File: src/hw/rtl/rdc_pkg.sv
package rdc_pkg;

	// Field widths
	localparam int VALUE_W = 31;
	localparam int DIGIT_W = 4;
	localparam int BASE_W  = 4;

	// Supported radix range
	localparam logic [BASE_W-1:0] BASE_MIN   = 4'd2;
	localparam logic [BASE_W-1:0] BASE_MAX   = 4'd9;
	localparam logic [BASE_W-1:0] BASE_RESET = 4'd2;

	// Serial divider: quotient bits retired per cycle, padded dividend width
	localparam int STEP_BITS = 4;
	localparam int SHIFT_W   = 32;
	localparam int PASSES    = SHIFT_W / STEP_BITS;
	localparam int PASS_W    = $clog2(PASSES);
	localparam logic [PASS_W-1:0] PASS_LAST = PASS_W'(PASSES - 1);

	// Configuration port
	localparam int PADDR_W = 3;
	localparam int PDATA_W = 32;
	localparam logic REG_BASE = 1'b0;

	// Clamp the raw register to the supported radix range
	function automatic logic [BASE_W-1:0] clamp_base(input logic [BASE_W-1:0] raw);
		logic [BASE_W-1:0] b;
		b = raw;
		if (raw < BASE_MIN) begin
			b = BASE_MIN;
		end else if (raw > BASE_MAX) begin
			b = BASE_MAX;
		end
		return b;
	endfunction

	// One restoring division step: shift in a dividend bit, subtract the base if it fits.
	// Returns {new remainder, quotient bit}.
	function automatic logic [DIGIT_W:0] div_step(input logic [DIGIT_W-1:0] rem,
			input logic din, input logic [BASE_W-1:0] b);
		logic [DIGIT_W:0] t;
		logic             q;
		t = {rem, din};
		q = 1'b0;
		if (t >= {1'b0, b}) begin
			t = t - {1'b0, b};
			q = 1'b1;
		end
		return {t[DIGIT_W-1:0], q};
	endfunction

endpackage

File: src/hw/rtl/rdc_ram.sv
module rdc_ram #(
	parameter int WIDTH = 4,
	parameter int DEPTH = 32
) (
	input  logic                     clk,
	input  logic                     we,
	input  logic [$clog2(DEPTH)-1:0] waddr,
	input  logic [WIDTH-1:0]         wdata,
	input  logic [$clog2(DEPTH)-1:0] raddr,
	output logic [WIDTH-1:0]         rdata
);

	logic [WIDTH-1:0] mem_q [DEPTH];

	// Write port and registered read port
	always_ff @(posedge clk) begin
		if (we) begin
			mem_q[waddr] <= wdata;
		end
		rdata <= mem_q[raddr];
	end

endmodule

File: src/hw/rtl/radix_digit_converter.sv
// Radix digit converter. Pulse start while busy is low to convert a 31-bit value to the
// base held in the base register (2 to 9; smaller settings act as 2, larger as 9). The
// digits come out most significant first, one per strobe cycle, with last high on the
// final digit; zero gives the single digit 0. Results are not held: the receiver must take
// each one in its strobe cycle. A serial divider retires four quotient bits per cycle to work
// out each digit in turn; the item then streams one digit per cycle out of the digit RAM. An
// item has at most 31 digits (in base 2), and its last strobe comes in the first cycle with
// busy low.
module radix_digit_converter import rdc_pkg::*; #(
	parameter int MAX_DIGITS = 32
) (
	input  logic               clk,
	input  logic               arst_n,
	input  logic               start,
	input  logic [VALUE_W-1:0] value,
	output logic               busy,
	output logic               strobe,
	output logic [DIGIT_W-1:0] digit,
	output logic               last,
	input  logic               psel,
	input  logic               penable,
	input  logic               pwrite,
	input  logic [PADDR_W-1:0] paddr,
	input  logic [PDATA_W-1:0] pwdata,
	output logic [PDATA_W-1:0] prdata,
	output logic               pready
);

	localparam int AW = $clog2(MAX_DIGITS);
	localparam int CW = $clog2(MAX_DIGITS + 1);
	localparam logic [CW-1:0] MAX_CNT = CW'(MAX_DIGITS);

	typedef enum logic [1:0] {
		S_IDLE,
		S_DIV,
		S_EMIT
	} state_t;

	state_t               state_q;
	logic [BASE_W-1:0]    base_q;
	logic [BASE_W-1:0]    eff_base;
	logic [SHIFT_W-1:0]   shreg_q;
	logic [DIGIT_W-1:0]   rem_q;
	logic                 nz_q;
	logic [PASS_W-1:0]    pass_q;
	logic [CW-1:0]        cnt_q;
	logic [CW-1:0]        cnt_nx;
	logic [AW-1:0]        idx_q;
	logic                 pend_s1;
	logic                 last_s1;
	logic [DIGIT_W-1:0]   rem_nx;
	logic [STEP_BITS-1:0] q_bits;
	logic                 ram_we;
	logic                 reg_wr;

	// Configuration register
	assign pready = 1'b1;
	assign reg_wr = psel && penable && pwrite && pready;

	always_ff @(posedge clk or negedge arst_n) begin
		if (!arst_n) begin
			base_q <= BASE_RESET;
		end else if (reg_wr && paddr[PADDR_W-1] == REG_BASE) begin
			base_q <= pwdata[BASE_W-1:0];
		end
	end

	assign prdata = (paddr[PADDR_W-1] == REG_BASE) ? {{(PDATA_W-BASE_W){1'b0}}, base_q}
	                                               : '0;

	assign eff_base = clamp_base(base_q);

	// Retire STEP_BITS quotient bits from the top of the dividend shift register
	always_comb begin
		logic [DIGIT_W:0]   st;
		logic [DIGIT_W-1:0] r;
		r      = rem_q;
		q_bits = '0;
		for (int i = 0; i < STEP_BITS; i++) begin
			st = div_step(r, shreg_q[SHIFT_W-1-i], eff_base);
			r  = st[DIGIT_W:1];
			q_bits[STEP_BITS-1-i] = st[0];
		end
		rem_nx = r;
	end

	// Count digits, saturating at the buffer depth
	assign cnt_nx = (cnt_q < MAX_CNT) ? cnt_q + 1'b1 : cnt_q;
	assign ram_we = (state_q == S_DIV) && (pass_q == PASS_LAST) && (cnt_q < MAX_CNT);

	// Digit buffer, least significant digit at address zero
	rdc_ram #(
		.WIDTH (DIGIT_W),
		.DEPTH (MAX_DIGITS)
	) u_digits (
		.clk   (clk),
		.we    (ram_we),
		.waddr (cnt_q[AW-1:0]),
		.wdata (rem_nx),
		.raddr (idx_q),
		.rdata (digit)
	);

	// Sequencer: divide pass by pass, then read digits back from the top
	always_ff @(posedge clk or negedge arst_n) begin
		if (!arst_n) begin
			state_q <= S_IDLE;
			cnt_q   <= '0;
			pend_s1 <= 1'b0;
			last_s1 <= 1'b0;
			shreg_q <= '0;
			rem_q   <= '0;
			nz_q    <= 1'b0;
			pass_q  <= '0;
			idx_q   <= '0;
		end else begin
			pend_s1 <= 1'b0;
			unique case (state_q)
				S_IDLE: begin
					if (start) begin
						shreg_q <= {{(SHIFT_W-VALUE_W){1'b0}}, value};
						rem_q   <= '0;
						nz_q    <= 1'b0;
						pass_q  <= '0;
						cnt_q   <= '0;
						state_q <= S_DIV;
					end
				end
				S_DIV: begin
					shreg_q <= {shreg_q[SHIFT_W-STEP_BITS-1:0], q_bits};
					rem_q   <= rem_nx;
					nz_q    <= nz_q || (|q_bits);
					pass_q  <= pass_q + 1'b1;
					if (pass_q == PASS_LAST) begin
						// Digit done: restart on the quotient or drain
						cnt_q <= cnt_nx;
						rem_q <= '0;
						nz_q  <= 1'b0;
						if (!(nz_q || (|q_bits))) begin
							idx_q   <= AW'(cnt_nx - 1'b1);
							state_q <= S_EMIT;
						end
					end
				end
				S_EMIT: begin
					pend_s1 <= 1'b1;
					last_s1 <= (idx_q == '0);
					idx_q   <= idx_q - 1'b1;
					if (idx_q == '0) begin
						state_q <= S_IDLE;
					end
				end
				default: begin
					state_q <= S_IDLE;
				end
			endcase
		end
	end

	assign busy   = (state_q != S_IDLE);
	assign strobe = pend_s1;
	assign last   = last_s1;

	// A transfer only follows a read issued in the drain state
	a_strobe_after_emit: assert property (@(posedge clk) disable iff (!arst_n)
		strobe |-> $past(state_q == S_EMIT))
		else $error("digit transfer without a buffer read");

	// The partial remainder always stays below the base
	a_rem_range: assert property (@(posedge clk) disable iff (!arst_n)
		(state_q == S_DIV) |-> (rem_q < eff_base))
		else $error("division remainder out of range");

	// The final digit leaves the block idle
	a_last_idle: assert property (@(posedge clk) disable iff (!arst_n)
		(strobe && last) |-> (state_q == S_IDLE))
		else $error("final digit while still busy");

	// An accepted item starts the divider
	a_start_div: assert property (@(posedge clk) disable iff (!arst_n)
		(start && !busy) |=> (state_q == S_DIV && cnt_q == '0))
		else $error("accepted item did not start division");

endmodule

File: config.mk
export PLATFORM = sky130hd
export DESIGN_NAME = radix_digit_converter
export DESIGN_NICKNAME = d
export VERILOG_FILES = /design/src/hw/rtl/rdc_pkg.sv /design/src/hw/rtl/rdc_ram.sv /design/src/hw/rtl/radix_digit_converter.sv
export SDC_FILE = /design/constraint.sdc
export NUM_CORES = 1
export LEC_CHECK = 0
export BUFFER_PORTS_ARGS = -buffer_cell sky130_fd_sc_hd__buf_2
export CORE_ASPECT_RATIO = 0.8
export CORE_MARGIN = 4
export CORE_UTILIZATION = 49
export CTS_CLUSTER_DIAMETER = 120
export DETAILED_ROUTE_END_ITERATION = 10
export PLACE_DENSITY = 0.77
export RECOVER_POWER = 100
export SYNTH_ARGS = -nofsm -noshare
export SYNTH_HDL_FRONTEND = slang
export SYNTH_SLANG_ARGS = --single-unit
export TNS_END_PERCENT = 5
File: constraint.sdc
create_clock -name clk -period 20.3 [get_ports clk]
set_input_delay 2.03 -clock clk [delete_from_list [all_inputs] [get_ports clk]]
set_output_delay 2.03 -clock clk [all_outputs]
set_load 0.02 [all_outputs]
==> reports/metrics.yaml <==
worst_hold_path:
  min-delay-start: "pass_q[0]"
  holdPathStages: 1
  hold_end: "pass_q[0]"
  hold_path_class: "register to register"
global_routing:
  grt_usage: 0.180
  first_global_vias: 5289
  grt_max_degree: 60
  grt_remaining_overflow: 0
  antenna_found_initial: 0
  grt_pass1_wl_mm: 29.0
cts:
  postCtsResizedCells: 0
  cts_root_buf: "clkbuf_16"
  postCtsSetupRepairBufs: 0
  clockBufferDepth: 2
  clk_latency_ns: 0.44
  clock-sinks: 191
  postCtsHoldBufs: 0
  h-tree-depth: 4
  cts_tree: "yes"
  cts_buffers: 17
  clk_pin_slew_ns: 0.07
worst_setup_path:
  path_max_fanout: 33
  cp_slowest_cell: "a221oi_1"
  worstSetupStartpointType: "register"
  r2r_start: "base_q[3]"
  crit_type: "register to register"
  reg2reg_depth: 28
  end_kind: "register"
  r2r-end: "u_digits.mem_q[30][0]"
  reg2reg_slack_ns: 10.28
  critPathMostFrequentCell: "ha_1"
  critPathMaxStageDelay_ns: 1.04
  cp.arrival_ns: 10.06
  worstPathRequired_ns: 20.34
sta:
  period_share: 0.494
  slew_headroom: -1.17
  fin_setup_tns_ns: 0
  fin_crit_ns: 10.02
  drv_slew: 155
  finalSetupViolations: 0
  worst_pin_slew_ns: 3.25
  fin_skew_ns: 0.00893
  finalHoldViolations: 0
  rsz0062_at_grt: "no"
  max_freq_mhz: 99.8
routing:
  ant_nets: 0
  vias_per_cell: 5.46
  drc: 0
  drt-total-wl_mm: 17.8
  firstDrtPassIters: 5
  drt-wirelength-per-cell_microns: 17.8
  vias: 5463
  drt_iter0_markers: 499
synth:
  synth_top_area_frac: 0.422
  synthArstFlopShare: 0.309
  synthFlopType: "edfxtp_1"
  synth.avg_cell_area_sq_um: 13.1
  synth_cells: 698
  ys_types: 57
  synth.area.top_cells: "edfxtp_1, dfrtp_1, mux4_2"
  synth-edff-count: 128
  ys_warn_count: 0
  ys_top_cells_by_count: "edfxtp_1, nand2_1, nor2_1"
  ys_seq_area_frac: 0.593
  ys_ff_latch: 191
  syn_area_sq_um: 9110
  synth_most_common_cell: "edfxtp_1"
  yosys.area.top_type: "edfxtp_1"
finish:
  seq_area_sq_um: 5400
  multi_input_area_sq_um: 3320
  syn_to_final_growth_pct: 9.75
  antenna_cells: 0
  drive_gt1_frac: 0.164
  layout.nets: 834
  fillCellCount: 1487
place:
  finalWeightedCongestion: 0.845
  place.detailed.hpwl_mm: 12.1
  portBuffers: 52
floorplanning:
  rows: 44
  fp.dieH_microns: 130
  io_pins: 112
  die_w_microns: 160
  start_util: 0.500
  die_area_sq_um: 20900
  core_region_area_sq_um: 18200
status:
  violations: "capacitance limit, slew limit"
  status: "complete, but fails checks"
flow_run:
  max-cap-violations: 3
## worst max-delay path by stage
stage / startpoint / to / cells past startpoint
finish: base_q[3] / u_digits.mem_q[30][0] / 28
global route: base_q[3] / u_digits.mem_q[7][0] / 28
CTS: base_q[3] / u_digits.mem_q[29][3] / 27
detailed placement: base_q[3] / u_digits.mem_q[30][3] / 27
global placement: base_q[3] / u_digits.mem_q[6][2] / 27
floorplan: base_q[1] / u_digits.mem_q[0][1] / 27
## layout by cell type, fill, tap and decap left out, types with 3 or more instances in the layout
cell,n
o22ai_1,3
and2_1,3
fa_1,4
xor2_1,4
clkbuf_16,17
o21ai_0,16
conb_1,29
a31oi_1,28
mux4_2,40
nand2b_1,10
mux2i_1,7
mux2_1,4
ha_1,23
nor2_1,79
buf_2,39
a211oi_1,3
dfrtp_1,58
a21o_1,8
nor2b_1,6
inv_1,24
inv_6,4
edfxtp_1,128
clkinv_4,3
bufinv_16,3
nand3_1,8
a21oi_1,15
clkbuf_1,17
a22o_1,10
and3_1,3
mux2_2,8
nor3_1,5
xnor2_1,9
dfxtp_1,4
nand2_1,85
## state kept, by name (all words and copies together) (netlist names)
register and flops:
cnt_q 6, u_digits.rdata 4, pass_q 3, strobe 1, shreg_q 32, state_q 2, last 1, u_digits.mem_q 128
rem_q 4, idx_q 5, nz_q 1, base_q 4
## routing by layer
metal,vias to the layer above,track usage,share of wire
met5,-,0,0
met4,0,0.0572,0.012
met3,18,0.0360,0.058
met2,155,0.274,0.47
met1,2717,0.264,0.46
li1,2573,-,-
## per-stage QoR
stage | setup WS, ns | utilization | cells | hold WS [ns] | area, sq um
global route | 9.58 | 0.549 | 1001 | 0.516 | 10000
finish | 10.28 | 0.549 | 1001 | 0.489 | 10000
floorplan | 13.00 | - | 725 | 0.446 | 9210
global placement | 12.40 | 0.520 | 969 | 0.467 | 9480
CTS | 12.12 | 0.554 | 1001 | 0.495 | 10100
detailed placement | 12.16 | 0.520 | 969 | 0.474 | 9480
## kinds of logic after synthesis
kind of cell | synth area share
xor gates and xnor gates | 0.0125
DFF | 0.593
buffers and inverters | 0.0500
adders and majority gates | 0.0404
muxes | 0.124
and+or+nand+nor | 0.103
AOI/OAI and AO/OA | 0.0765
other | 0.000824
## layout make-up
class / count / share of cell area
Clock inverter: 15 / 0.0184
Tap cell: 253 / 0.0317
Timing Repair Buffer: 57 / 0.0267
Multi-Input combinational cell: 444 / 0.332
Inverter: 24 / 0.00901
Sequential cell: 191 / 0.540
Clock buffer: 17 / 0.0425
## critical path: cells and delay by family, from the launching register on
family,cells,cell delay [ns]
AO/OA/AOI/OAI,12,3.96
adder cells (fa/ha/maj),4,1.13
buffers and inverters,3,1.22
flip-flops,1,0.42
multiplexers,4,1.40
AND/OR/NAND/NOR,5,1.42
Power is not shown: default switching activity piles up to over one toggle a cycle in this logic, so the estimate is an artifact.
